--- config.mk ---
export PLATFORM = sky130hd
export DESIGN_NAME = dcp_rem_unit
export DESIGN_NICKNAME = d
export VERILOG_FILES = /design/src/rtl/dcp_pkg.sv /design/src/rtl/dcp_rem_unit.sv
export SDC_FILE = /design/constraint.sdc
export NUM_CORES = 1
export LEC_CHECK = 0
export CAP_MARGIN = 0
export CELL_PAD_IN_SITES_DETAIL_PLACEMENT = 1
export CELL_PAD_IN_SITES_GLOBAL_PLACEMENT = 2
export CORE_AREA = 2 2 87 89
export CTS_BUF_LIST = sky130_fd_sc_hd__clkbuf_16
export CTS_CLUSTER_SIZE = 24
export DETAILED_ROUTE_END_ITERATION = 10
export DIE_AREA = 0 0 89 91
export DONT_BUFFER_PORTS = 1
export MAX_ROUTING_LAYER = met4
export PLACE_DENSITY_LB_ADDON = 0.3
export SLEW_MARGIN = 5
export SYNTH_ARGS = -nofsm -noshare
export SYNTH_HDL_FRONTEND = slang
export SYNTH_SLANG_ARGS = --single-unit
export TNS_END_PERCENT = 30
--- constraint.sdc ---
create_clock -name clk -period 6.2 [get_ports clk]
set_clock_uncertainty 0.2 [all_clocks]
set_input_delay 0.62 -clock clk [delete_from_list [all_inputs] [get_ports clk]]
set_output_delay 0.62 -clock clk [all_outputs]
set_load 0.05 [all_outputs]
--- src/rtl/dcp_pkg.sv ---
// Shared widths, limits and handshake structs for the divisor count and
// perfect number test. No dependencies; every other file imports this.
package dcp_pkg;

  localparam int NUMBER_WIDTH = 16;
  localparam int NUM_FIELD_W  = 16;
  localparam int COUNT_W      = 16;
  localparam int SUM_W        = 20;
  localparam int REM_CNT_W    = $clog2(NUMBER_WIDTH + 1);
  localparam int ADD_W        = ((NUMBER_WIDTH > SUM_W) ? NUMBER_WIDTH : SUM_W) + 1;

  localparam logic [COUNT_W-1:0] COUNT_MAX = {COUNT_W{1'b1}};
  localparam logic [SUM_W-1:0]   SUM_MAX   = {SUM_W{1'b1}};

  typedef logic [NUMBER_WIDTH-1:0] num_t;

  typedef struct packed {
    logic start;
    num_t dividend;
    num_t divisor;
  } rem_req_t;

  typedef struct packed {
    logic done;
    num_t rem;
  } rem_rsp_t;

  typedef struct packed {
    logic clear;
    logic update;
    logic in_sum;
    num_t trial;
  } acc_ctrl_t;

endpackage

--- src/rtl/dcp_rem_unit.sv ---
// Bit-serial restoring remainder unit: one dividend bit per cycle.
// Depends on dcp_pkg for the request and response structs.
module dcp_rem_unit import dcp_pkg::*;
(
  input  logic     clk,
  input  logic     rst_n,
  input  rem_req_t req,
  output rem_rsp_t rsp
);

  logic                  busy_r;
  logic                  done_r;
  logic [REM_CNT_W-1:0]  cnt_r;
  num_t                  sr_r;
  num_t                  div_r;
  num_t                  rem_r;
  logic [NUMBER_WIDTH:0] trial;
  logic [NUMBER_WIDTH:0] diff;
  num_t                  rem_nxt;

  always_comb begin
    trial = {rem_r, sr_r[NUMBER_WIDTH-1]};
    diff  = trial - {1'b0, div_r};
    if (trial >= {1'b0, div_r}) begin
      rem_nxt = diff[NUMBER_WIDTH-1:0];
    end else begin
      rem_nxt = trial[NUMBER_WIDTH-1:0];
    end
  end

  always_ff @(posedge clk) begin
    if (!rst_n) begin
      busy_r <= 1'b0;
      done_r <= 1'b0;
      cnt_r  <= '0;
    end else begin
      done_r <= 1'b0;
      if (req.start) begin
        busy_r <= 1'b1;
        cnt_r  <= REM_CNT_W'(NUMBER_WIDTH);
      end else if (busy_r) begin
        cnt_r <= cnt_r - REM_CNT_W'(1);
        if (cnt_r == REM_CNT_W'(1)) begin
          busy_r <= 1'b0;
          done_r <= 1'b1;
        end
      end
    end
  end

  always_ff @(posedge clk) begin
    if (req.start) begin
      sr_r  <= req.dividend;
      div_r <= req.divisor;
      rem_r <= '0;
    end else if (busy_r) begin
      sr_r  <= {sr_r[NUMBER_WIDTH-2:0], 1'b0};
      rem_r <= rem_nxt;
    end
  end

  assign rsp.done = done_r;
  assign rsp.rem  = rem_r;

endmodule

Word level (Yosys, flattened, before mapping)

Cells that the tools add are included.
W data, S select, Z words.

Register bits: 55
Input port bits: 35
Output and inout bits: 17
Logic and storage cells: 25

$add $sub $neg: 2
$lt $le $gt $ge: 1
Eq/ne operators: 1
Multiplexer cells: 9
Bitwise gates (word level): 2
Reductions and logical operators: 3

Operators by type and width:

| kind                  | number |
|---|---|
| $mux W16              | 3 |
| $ge A17 B16 Y1        | 1 |
| $sub A16 B16 Y16      | 1 |
| $mux W5               | 2 |
| $eq A5 B1 Y1 const B  | 1 |
| $sub A5 B1 Y5 const B | 1 |
| $mux W1               | 4 |
| $reduce_or A3 Y1      | 1 |
| $not A1 Y1            | 2 |
| $reduce_bool A2 Y1    | 1 |
| $reduce_or A2 Y1      | 1 |

Depth between registers and ports, before layout

Gate-level depths: netlist of run 1.

Word-level depth: 4
Mapped depth: 12
Mapped depth without buffers: 11

Worst setup path before layout of run 1

OpenSTA, ideal clock, no wires.

Kind: register to register
Start point: register rem_r[0]
End point: register rem_r[6]
Setup time: 0.086 ns
Arrival time: 2.549 ns
Data required time: 5.914 ns
Slack: 3.365 ns
Stages on the path, launching flop included: 11
Buffers on the path: 2
Period minus slack after synthesis: 2.835 ns
Cells stage by stage: dfxtp_1 -> ha_1 -> nor2b_1 -> o2111ai_1 -> nand2_2 -> a32oi_2 -> o21bai_2 -> buf_6 -> buf_12 -> mux2i_1 -> a211oi_1

Cells in the longest elaborated chain, start to end: 2
Elaborated cells between the ends (all ways): 3
Those cells by class: add/sub: 1; order compare: 1; mux: 1

RTL lines:

| what                                                      | line                                   | RTL |
|---|---|---|
| start, declared                                           | dcp_rem_unit.sv:16                     | `num_t rem_r;` |
| start signal, assigned                                    | dcp_rem_unit.sv:58                     | `rem_r <= rem_nxt;` |
| $sub A16 B16 Y16 / $ge A17 B16 Y1 (equally long branches) | dcp_rem_unit.sv:23, dcp_rem_unit.sv:24 |  |
| $mux W16 (*)                                              | dcp_rem_unit.sv:24                     | `if (trial >= {1'b0, div_r}) begin` |

Mark *: on every way between the ends. The rest lies on a longest branch, timed or not.
A chain may end at the register's enable or synchronous reset.

Worst setup path in the final report of run 1

Start point: register rem_r[0]
End point: register rem_r[13]

Same word-level chain as after synthesis.

==> impl_metrics.py, run 1 <==
metrics = {
    "outcome": {
        "outcome": "completed",
    },
    "synthesis": {
        "synth_edf_count": 32,
        "syn_area_um2": 3090,
        "synth_cells": 286,
        "avgSynthCellArea_um2": 10.8,
        "yosys.area.top_type": "edfxtp_1",
        "yosys.cell_types.count": 58,
        "synth_area_leaders": "edfxtp_1 (31%), dfxtp_1 (15%), ha_1 (7.3%)",
        "synthFlopType": "edfxtp_1",
        "synthArstFlopShare_pct": 0,
        "synth_fp_nets": 340,
        "synth_top_area_share_pct": 31.1,
        "yosysSeqAreaShare_pct": 46.0,
        "synth-seq-cells": 55,
        "yosysWarningCount": 0,
    },
    "layout": {
        "final_nets": 333,
        "multi_input_area_um2": 1500,
        "final_cell_mix": "edfxtp_1 (32), nor2_1 (27), dfxtp_1 (23), inv_1 (22), ha_1 (18)",
        "final_common_cell": "edfxtp_1",
        "fill_cells": 798,
        "stdcell_area_um2": 3300,
        "drive_gt1_share_pct": 13.6,
        "n_antenna_cell": 0,
        "final-seq-area_um2": 1420,
        "syn_to_final_growth_pct": 6.55,
    },
    "sta": {
        "fin_crit_ns": 3.42,
        "relSlewSlack_pct": 20.1,
        "rsz0062_at_grt": "false",
        "setup_violations": 0,
        "tns_ns": 0,
        "post-route-period-util_pct": 55.2,
        "worst_slew_pin_slew_ns": 1.20,
        "worst_slack_ns": 2.78,
        "hold_slack_ns": 0.187,
        "slew_viol_final": 0,
        "hold_viol": 0,
        "fmax_ghz": 0.292,
    },
    "floorplanning": {
        "start_util_pct": 43.3,
        "die_area_um2": 8100,
        "die_w_um": 89,
        "core.rowCount": 31,
        "ioPinCount": 52,
        "coreArea_um2": 7140,
        "die_h_um": 91,
    },
    "route": {
        "vias": 2090,
        "first_pass_iters": 4,
        "antenna_left": 0,
        "wirelength_um": 6520,
        "drc": 0,
        "via_per_inst": 5.51,
        "wl_per_cell_um": 17.2,
        "first_iter_violations": 62,
    },
    "clocking": {
        "numCtsBuffers": 5,
        "cts_max_level": 2,
        "postCtsSetupBuffers": 0,
        "cts_resized": 0,
        "cts.sinks": 55,
        "cts-root-buf": "clkbuf_16",
        "clk_path_buf_depth": 2,
        "cts_tree": "done",
        "clk-insertion-delay-late_ns": 0.30,
        "clk_pin_slew_worst_paths_ns": 0.08,
        "cts-hold-fix-buffers": 0,
    },
    "global_routing": {
        "grt_pass1_vias": 2198,
        "antenna_found_initial": 0,
        "grt.total_usage_pct": 18.0,
        "grt_pass1_wl_um": 11000,
        "grt_start_max_net_pins": 50,
        "grt_overflow": 0,
    },
    "worst_setup_path": {
        "crit_chain": "ha_1 -> nor2b_1 -> o2111ai_1 -> nand2_2 -> a32oi_2 -> o21bai_2 -> mux2i_1 -> a211oi_1",
        "critPathSlowestCell": "o21bai_2",
        "worstSetupPathType": "flip-flop to flip-flop",
        "arrival_ns": 3.43,
        "critical_path.max_stage_delay_ns": 0.96,
        "crit_path_end_kind": "flip-flop",
        "worstPathRequired_ns": 6.21,
        "worstSetupStartpointType": "flip-flop",
        "crit_fanout": 19,
    },
    "placement": {
        "hpwl_um": 4630,
        "dp_slack_ns": 2.74,
        "port_buffers": 0,
        "gp_congestion": 0.818,
        "dpl_cell_area_um2": 3140,
    },
    "job": {
        "maxCapViolCount": 0,
    },
    "power_and_ir_drop": {
        "power_density_nw_per_um2": 305,
        "ir_drop_v": 0.000134,
        "power.leakage_nw": 1.31,
    },
    "min_path": {
        "hold_path.class": "primary input to flip-flop",
    },
}
-- power breakdown --
group	total, mW	switching, mW	internal [mW]
clock network	0.299	0.143	0.156
registers	0.480	0.0580	0.422
logic	0.225	0.124	0.101
-- sequential cells by signal, summed over array words and instances, names as in the netlist --
name,cells
done_r,1
div_r,16
sr_r,16
busy_r,1
rem_r,16
cnt_r,5
-- path summary, 6_finish.rpt --
kind,start,cells past startpoint,endpoint,slack [ns]
worst min-delay path,req[32],1,rem_r[12]$_SDFFE_PP0P_,0.19
worst min register to register,cnt_r[1]$_SDFFE_PP0P_,2,cnt_r[1]$_SDFFE_PP0P_,0.30
worst max register to register,rem_r[0]$_SDFFE_PP0P_,8,rem_r[13]$_SDFFE_PP0P_,2.78
worst max-delay path,rem_r[0]$_SDFFE_PP0P_,8,rem_r[13]$_SDFFE_PP0P_,2.78
-- metal layers --
layer	share of wire, %	GRT usage, %
met1	47	23.7
met2	46	27.2
met3	5.4	5.27
met4	1.5	4.85
met5	0	-
-- critical path: cells and delay by family, from the launching register on --
| family | cells | cell delay (ns) |
|---|---|---|
| AND/OR/NAND/NOR | 2 | 0.34 |
| adder cells (fa/ha/maj) | 1 | 0.26 |
| flip-flops | 1 | 0.76 |
| AO/OA/AOI/OAI | 4 | 1.60 |
| multiplexers | 1 | 0.18 |
-- kinds of logic after synthesis --
family / after synthesis / synth area share [%]
adders and majority gates: 19 / 7.93
DFF: 55 / 46.0
xor gates and xnor gates: 14 / 3.96
and+or+nand+nor: 74 / 12.1
buffers and inverters: 37 / 5.50
muxes: 28 / 9.71
AOI/OAI and AO/OA: 59 / 14.9
-- area by class of cell --
cell class,instances,area share (%)
Inverter,22,2.51
Timing Repair Buffer,1,0.228
Sequential cell,55,43.1
Clock inverter,3,1.03
Clock buffer,5,3.80
Multi-Input combinational cell,194,45.6
Tap cell,99,3.76
-- per-stage QoR --
stage | total power [mW] | utilization [%] | cells
6_report | 1.00 | 46.2 | 379
2_1_floorplan | 0.677 | - | 286
3_3_place_gp | 0.713 | 44.0 | 371
4_1_cts | 1.02 | 46.2 | 379
5_1_grt | 1.06 | 46.2 | 379
3_5_place_dp | 0.717 | 44.0 | 371
-- cell usage after synthesis, types with 2 or more instances --
library cell / count
a211o_1: 2
a211oi_1: 16
a21o_1: 5
a21oi_1: 9
a311oi_1: 2
a31oi_1: 2
and3_1: 3
and3_4: 2
buf_2: 3
clkbuf_1: 8
dfxtp_1: 23
edfxtp_1: 32
ha_1: 18
inv_1: 22
mux2_2: 15
mux2i_1: 12
nand2_1: 15
nand3_1: 6
nand4_1: 4
nor2_1: 27
nor2b_1: 2
nor3_1: 5
o21a_1: 2
o21ai_0: 2
o21ai_1: 2
o21bai_1: 2
o31a_1: 2
xnor2_1: 11
xor2_1: 3
(Power assumes the default switching activity.)
==> run 2, diff against run 1 <==
--- a/config.mk
+++ b/config.mk
@@ -5,14 +5,15 @@
 export SDC_FILE = /design/constraint.sdc
 export NUM_CORES = 1
 export LEC_CHECK = 0
+export ABC_AREA = 1
 export CAP_MARGIN = 0
 export CELL_PAD_IN_SITES_DETAIL_PLACEMENT = 1
 export CELL_PAD_IN_SITES_GLOBAL_PLACEMENT = 2
-export CORE_AREA = 2 2 87 89
+export CORE_AREA = 2 2 106 108
 export CTS_BUF_LIST = sky130_fd_sc_hd__clkbuf_16
 export CTS_CLUSTER_SIZE = 24
 export DETAILED_ROUTE_END_ITERATION = 10
-export DIE_AREA = 0 0 89 91
+export DIE_AREA = 0 0 108 110
 export DONT_BUFFER_PORTS = 1
 export MAX_ROUTING_LAYER = met4
 export PLACE_DENSITY_LB_ADDON = 0.3
==> constraint.sdc (replaced) <==
create_clock -name clk -period 3.1 [get_ports clk]
set_clock_uncertainty 0.2 [all_clocks]
set_input_delay 0.31 -clock clk [delete_from_list [all_inputs] [get_ports clk]]
set_output_delay 0.31 -clock clk [all_outputs]
set_load 0.05 [all_outputs]
==> run 2 against run 1 <==
  * Synthesized area grew 11%
  * Non-clock buffer count grew 48
  * Flip-flop and latch count is the same
  * Synthesized cell count grew 57%
  * Critical path depth grew 2
  * Fmax grew 40%
  * Cell count grew 68%
  * Combinational power grew 7%
  * Sequential power grew 76%
  * Power grew 68%
==> impl_metrics.py, run 2 <==
metrics = {
    "worst_setup_path": {
        "worstSetupPathType": "flip-flop to flip-flop",
        "crit_chain": "ha_1 -> nand2_1 -> nor2_1 -> nand3b_1 -> nor2_4 -> nor2_8 -> nand2_8 -> nand2_1 -> nand3_1 -> o21ai_0",
        "crit_buf_inv": 0,
        "arrival_ns": 2.46,
        "path_depth": 10,
        "critPathMostFrequentCell": "nand2_1",
        "cp_top_family": "simple AND/OR/NAND/NOR gates",
        "critPathSlowestCell": "dfxtp_1",
        "r2r_cells": 10,
        "crit_path_end_kind": "flip-flop",
        "worstSetupStartpointType": "flip-flop",
        "critical_path.max_stage_delay_ns": 0.75,
        "worstPathRequired_ns": 3.11,
        "crit_fanout": 18,
    },
    "layout": {
        "drive_gt1_share_pct": 11.9,
        "final_common_cell": "nand2_1",
        "fill_cells": 1324,
        "n_antenna_cell": 0,
        "final_nets": 550,
        "largestRegisters": "div_r (16), rem_r (16), sr_r (16)",
        "final_cell_mix": "nand2_1 (156), inv_1 (70), nand3_1 (38), edfxtp_1 (32), dlygate4sd3_1 (32)",
        "syn_to_final_growth_pct": 21.0,
    },
    "sta": {
        "setup_violations": 0,
        "post-route-period-util_pct": 78.8,
        "tns_ns": 0,
        "worst_slew_pin_slew_ns": 0.840,
        "rsz0062_at_grt": "false",
        "worst_slack_ns": 0.658,
        "hold_slack_ns": 0.00349,
        "fin_crit_ns": 2.44,
        "fmax_ghz": 0.409,
        "relSlewSlack_pct": 43.9,
        "hold_viol": 0,
        "slew_viol_final": 0,
    },
    "synthesis": {
        "yosysSeqAreaShare_pct": 41.3,
        "syn_area_um2": 3440,
        "yosys-top-cells-count": "nand2_1 (156), inv_1 (70), nand3_1 (38)",
        "synthArstFlopShare_pct": 0,
        "synth_edf_count": 32,
        "yosysWarningCount": 0,
        "synth_area_leaders": "edfxtp_1 (28%), nand2_1 (17%), dfxtp_1 (13%)",
        "yosysMostFrequentCell": "nand2_1",
        "avgSynthCellArea_um2": 7.67,
        "synth_top_area_share_pct": 27.9,
        "synth_fp_nets": 503,
        "synth_cells": 449,
        "synth-seq-cells": 55,
        "synthFlopType": "edfxtp_1",
        "yosys.cell_types.count": 40,
        "yosys.area.top_type": "edfxtp_1",
    },
    "floorplanning": {
        "ioPinCount": 52,
        "die_h_um": 110,
        "die_area_um2": 11900,
        "core.rowCount": 38,
        "start_util_pct": 32.2,
        "coreArea_um2": 10700,
        "die_w_um": 108,
    },
    "route": {
        "wl_per_cell_um": 14.8,
        "wirelength_um": 9450,
        "vias": 2950,
        "antenna_left": 0,
        "first_pass_iters": 4,
        "drc": 0,
        "first_iter_violations": 89,
        "via_per_inst": 4.63,
    },
    "power_and_ir_drop": {
        "power_density_nw_per_um2": 405,
        "p_clk_share_pct": 35.9,
        "p_int_mw": 1.23,
        "switching_power_mw": 0.460,
        "power.leakage_nw": 2.08,
        "ir_drop_v": 0.000245,
        "seqPwrFrac_pct": 49.9,
        "total_power_mw": 1.69,
        "netSwitchingFraction_pct": 27.2,
        "p_comb_share_pct": 14.2,
    },
    "min_path": {
        "hold_path.class": "primary input to flip-flop",
        "whs_path_depth": 2,
    },
    "clocking": {
        "numCtsBuffers": 5,
        "cts.sinks": 55,
        "postCtsSetupBuffers": 0,
        "cts-root-buf": "clkbuf_16",
        "cts_max_level": 2,
        "clk_path_buf_depth": 2,
        "clk-insertion-delay-late_ns": 0.30,
        "cts_tree": "done",
        "clk_pin_slew_worst_paths_ns": 0.08,
    },
    "global_routing": {
        "grt_pass1_wl_um": 15600,
        "grt.total_usage_pct": 17.7,
        "grt_pass1_vias": 3169,
        "grt_overflow": 0,
        "antenna_found_initial": 0,
        "grt_start_max_net_pins": 26,
    },
    "placement": {
        "gp_congestion": 0.768,
        "hpwl_um": 6510,
        "dp_slack_ns": 0.670,
        "port_buffers": 0,
    },
    "job": {
        "maxCapViolCount": 0,
    },
    "outcome": {
        "outcome": "completed",
    },
}
==> run 2: kinds of logic after synthesis <==
group | Yosys count | share of synthesized area [%]
flip-flops | 55 | 41.3
AO/OA/AOI/OAI | 18 | 3.02
XOR/XNOR | 8 | 2.03
AND/OR/NAND/NOR | 263 | 36.1
buffers and inverters | 86 | 10.4
adder cells (fa/ha/maj) | 19 | 7.12
==> run 2: power by group through the flow <==
stage	Combinational (mW)	Clock (mW)	Sequential, mW
2_1_floorplan	0.151	0	0.858
3_3_place_gp	0.194	0	0.859
3_5_place_dp	0.198	0	0.861
4_1_cts	0.243	0.628	0.844
5_1_grt	0.275	0.651	0.849
6_report	0.240	0.607	0.843
==> run 2: repair_timing <==
item                                   4_1_cts  5_1_grt
hold buffers                                33        0
endpoints found under the hold margin       47        0
gates resized for setup                      0        0
==> run 2: path summary, 6_finish.rpt <==
path              slack [ns]                     to                  start
setup / recovery        0.66  rem_r[3]$_SDFFE_PP0P_  rem_r[0]$_SDFFE_PP0P_
hold reg to reg         0.31  cnt_r[1]$_SDFFE_PP0P_  cnt_r[1]$_SDFFE_PP0P_
setup reg to reg        0.66  rem_r[3]$_SDFFE_PP0P_  rem_r[0]$_SDFFE_PP0P_
hold / removal         0.003      sr_r[6]$_DFFE_PP_                req[22]
==> run 2: through the flow <==
stage | area, um2 | utilization (%) | instances
2_1_floorplan | 3440 | - | 449
3_3_place_gp | 3670 | 34.3 | 596
3_5_place_dp | 3670 | 34.3 | 596
4_1_cts | 4170 | 39.0 | 637
5_1_grt | 4170 | 39.0 | 637
6_report | 4170 | 39.0 | 637
==> run 2: cell type report <==
type                    count  area [um2]  area share (%)
clock inverters             3        33.8           0.811
flip-flops and latches     55        1420            34.1
multi-input cells         308        1660            39.9
well taps                 140         175            4.20
inverters                  77         289            6.93
clock buffers               5         125            3.00
repair buffers             49         460            11.0
==> run 2: metal layers <==
| layer | up-vias | wire [um] | global-route usage, % |
|---|---|---|---|
| met5 | - | 0 | - |
| met4 | 0 | 138 | 4.67 |
| met3 | 10 | 342 | 2.53 |
| met2 | 49 | 4630 | 31.3 |
| met1 | 1382 | 4340 | 21.2 |
| li1 | 1509 | - | - |
==> run 2: worst register-to-register path, delay by kind of cell (launching register included) <==
family | cells | cell delay, ns
AOI/OAI and AO/OA | 1 | 0.09
and+or+nand+nor | 8 | 0.95
DFF | 1 | 0.75
adders and majority gates | 1 | 0.37
==> run 3, diff against run 2 <==
==> constraint.sdc (replaced) <==
create_clock -name clk -period 2.2 [get_ports clk]
set_clock_uncertainty 0.2 [all_clocks]
set_input_delay 0.22 -clock clk [delete_from_list [all_inputs] [get_ports clk]]
set_output_delay 0.22 -clock clk [all_outputs]
set_load 0.05 [all_outputs]
==> run 3 against run 2 <==
  * Non-clock buffer count grew 20
  * Critical endpoint is now rem_r[14]$_SDFFE_PP0P_
  * Setup slack lost 0.57 ns
  * Critical path type unchanged
  * Sequential share of layout area shrank 3.2 points
  * Power grew 46%
  * Highest routed layer unchanged
  * Clock power grew 44%
  * Sequential power grew 40%
  * Cell count grew 3.3%
  * Combinational power grew 70%
  * Design area grew 11%
  * Core utilization grew 4.4 points
  * Critical path depth grew 2
==> impl_metrics.py, run 3 (synthesized netlist as in run 2, its figures left out) <==
metrics = {
    "outcome": {
        "outcome": "completed",
    },
    "worst_setup_path": {
        "r2r_setup_slack_ns": 0.09,
        "crit_path_end_kind": "flip-flop",
        "rr_startpoint": "div_r[9]$_DFFE_PP_",
        "worstSetupPathType": "flip-flop to flip-flop",
        "arrival_ns": 2.12,
        "worstPathRequired_ns": 2.20,
        "crit_fanout": 7,
        "r2r_cells": 12,
        "worstSetupStartpointType": "flip-flop",
        "critPathSlowestCell": "ha_2",
        "crit_chain": "inv_1 -> ha_2 -> nand2_1 -> nor2_4 -> nand2_2 -> nor2_4 -> nor2_8 -> buf_12 -> nand2_4 -> nand3_2 -> nand3_1 -> nand2_1",
        "r2r-end": "rem_r[14]$_SDFFE_PP0P_",
        "critical_path.max_stage_delay_ns": 0.38,
    },
    "global_routing": {
        "antenna_found_initial": 0,
        "grt_overflow": 0,
        "grt.total_usage_pct": 18.1,
        "grt_pass1_vias": 3202,
        "grt_pass1_wl_um": 15800,
        "grt_start_max_net_pins": 34,
    },
    "sta": {
        "post-route-period-util_pct": 96.0,
        "slew_viol_final": 0,
        "relSlewSlack_pct": 67.6,
        "worst_slew_pin_slew_ns": 0.485,
        "rsz0062_at_grt": "true",
        "tns_ns": 0,
        "fmax_ghz": 0.473,
        "hold_viol": 0,
        "setup_violations": 0,
        "worst_slack_ns": 0.0877,
        "fin_crit_ns": 2.11,
    },
    "route": {
        "wirelength_um": 9860,
        "vias": 3029,
        "first_iter_violations": 139,
        "drc": 0,
        "via_per_inst": 4.60,
        "wl_per_cell_um": 15.0,
        "first_pass_iters": 4,
        "antenna_left": 0,
    },
    "floorplanning": {
        "die_w_um": 108,
        "ioPinCount": 52,
        "start_util_pct": 32.2,
        "core.rowCount": 38,
        "coreArea_um2": 10700,
        "die_h_um": 110,
        "die_area_um2": 11900,
    },
    "layout": {
        "final_common_cell": "nand2_1",
        "postLayoutCoreUtil_pct": 43.3,
        "final_cell_mix": "nand2_1 (147), inv_1 (68), nand3_1 (37), dlygate4sd3_1 (33), edfxtp_1 (32)",
        "largestRegisters": "div_r (16), rem_r (16), sr_r (16)",
        "n_antenna_cell": 0,
        "final_nets": 571,
        "syn_to_final_growth_pct": 34.7,
        "drive_gt1_share_pct": 22.4,
    },
    "clocking": {
        "cts-root-buf": "clkbuf_16",
        "clk_pin_slew_worst_paths_ns": 0.08,
        "numCtsBuffers": 5,
        "cts.sinks": 55,
        "clk-insertion-delay-late_ns": 0.31,
        "clk_path_buf_depth": 2,
        "cts_tree": "done",
        "cts_max_level": 2,
    },
    "power_and_ir_drop": {
        "ir_drop_v": 0.000318,
        "power.leakage_nw": 2.23,
        "total_power_mw": 2.47,
        "power_density_nw_per_um2": 532,
    },
    "job": {
        "maxCapViolCount": 0,
    },
    "placement": {
        "dp_slack_ns": -0.104,
        "hpwl_um": 6930,
        "gp_congestion": 0.810,
        "port_buffers": 0,
    },
    "min_path": {
        "whs_path_depth": 1,
        "hold_path.class": "primary input to flip-flop",
        "holdPathEnd": "div_r[10]$_DFFE_PP_",
        "hp-start": "req[32]",
    },
}
==> run 3: report_power, final <==
part | total (mW) | internal, mW | switching [mW] | leakage, nW
Combinational | 0.409 | 0.177 | 0.233 | 1.64
Sequential | 1.18 | 1.16 | 0.0229 | 0.513
Clock | 0.872 | 0.442 | 0.430 | 0.0778
==> run 3: cell type report <==
class	instances	area (um2)
Sequential cell	55	1440
Clock inverter	3	31.3
Timing Repair Buffer	69	692
Inverter	77	289
Tap cell	140	175
Clock buffer	5	125
Multi-Input combinational cell	309	1890
Fill cell	1320	6060
==> run 3: repair_timing <==
item,4_1_cts,5_1_grt
endpoints found under the setup margin,2,16
endpoints found under the hold margin,55,0
pin swaps,0,11
hold buffers,34,0
cloned,0,1
gates resized for setup,3,42
setup buffers,0,8
==> run 3: worst max-delay path: cells and delay by family, from the launching register on <==
kind	cells	cell delay [ns]
flip-flops	1	0.34
AND/OR/NAND/NOR	9	0.91
adder cells (fa/ha/maj)	1	0.38
buffers and inverters	2	0.18
==> run 3: worst max-delay path by stage <==
stage                     startpoint                      to  cells past startpoint
2_1_floorplan  rem_r[5]$_SDFFE_PP0P_   rem_r[5]$_SDFFE_PP0P_                     12
3_3_place_gp      sr_r[15]$_DFFE_PP_  rem_r[14]$_SDFFE_PP0P_                     14
3_5_place_dp      sr_r[15]$_DFFE_PP_  rem_r[14]$_SDFFE_PP0P_                     14
4_1_cts          div_r[15]$_DFFE_PP_   rem_r[9]$_SDFFE_PP0P_                     11
5_1_grt           div_r[9]$_DFFE_PP_   rem_r[6]$_SDFFE_PP0P_                     12
6_report          div_r[9]$_DFFE_PP_  rem_r[14]$_SDFFE_PP0P_                     12
==> run 3: stage by stage <==
stage	instance area [um2]	hold slack [ns]	std cells
finish	4640	0.0447	658
detailed placement	3810	0.119	607
CTS	4330	0.0476	649
floorplan	3460	0.119	449
global route	4640	0.0492	658
global placement	3810	0.119	607
==> run 3: routing by layer <==
metal  track usage (%)  vias up  part of all wire (%)
met5                 -        -                     0
met4              6.14        0                   1.5
met3              2.88        8                   3.0
met2              31.2       40                    50
met1              21.6     1424                    45
li1                  -     1557                     -
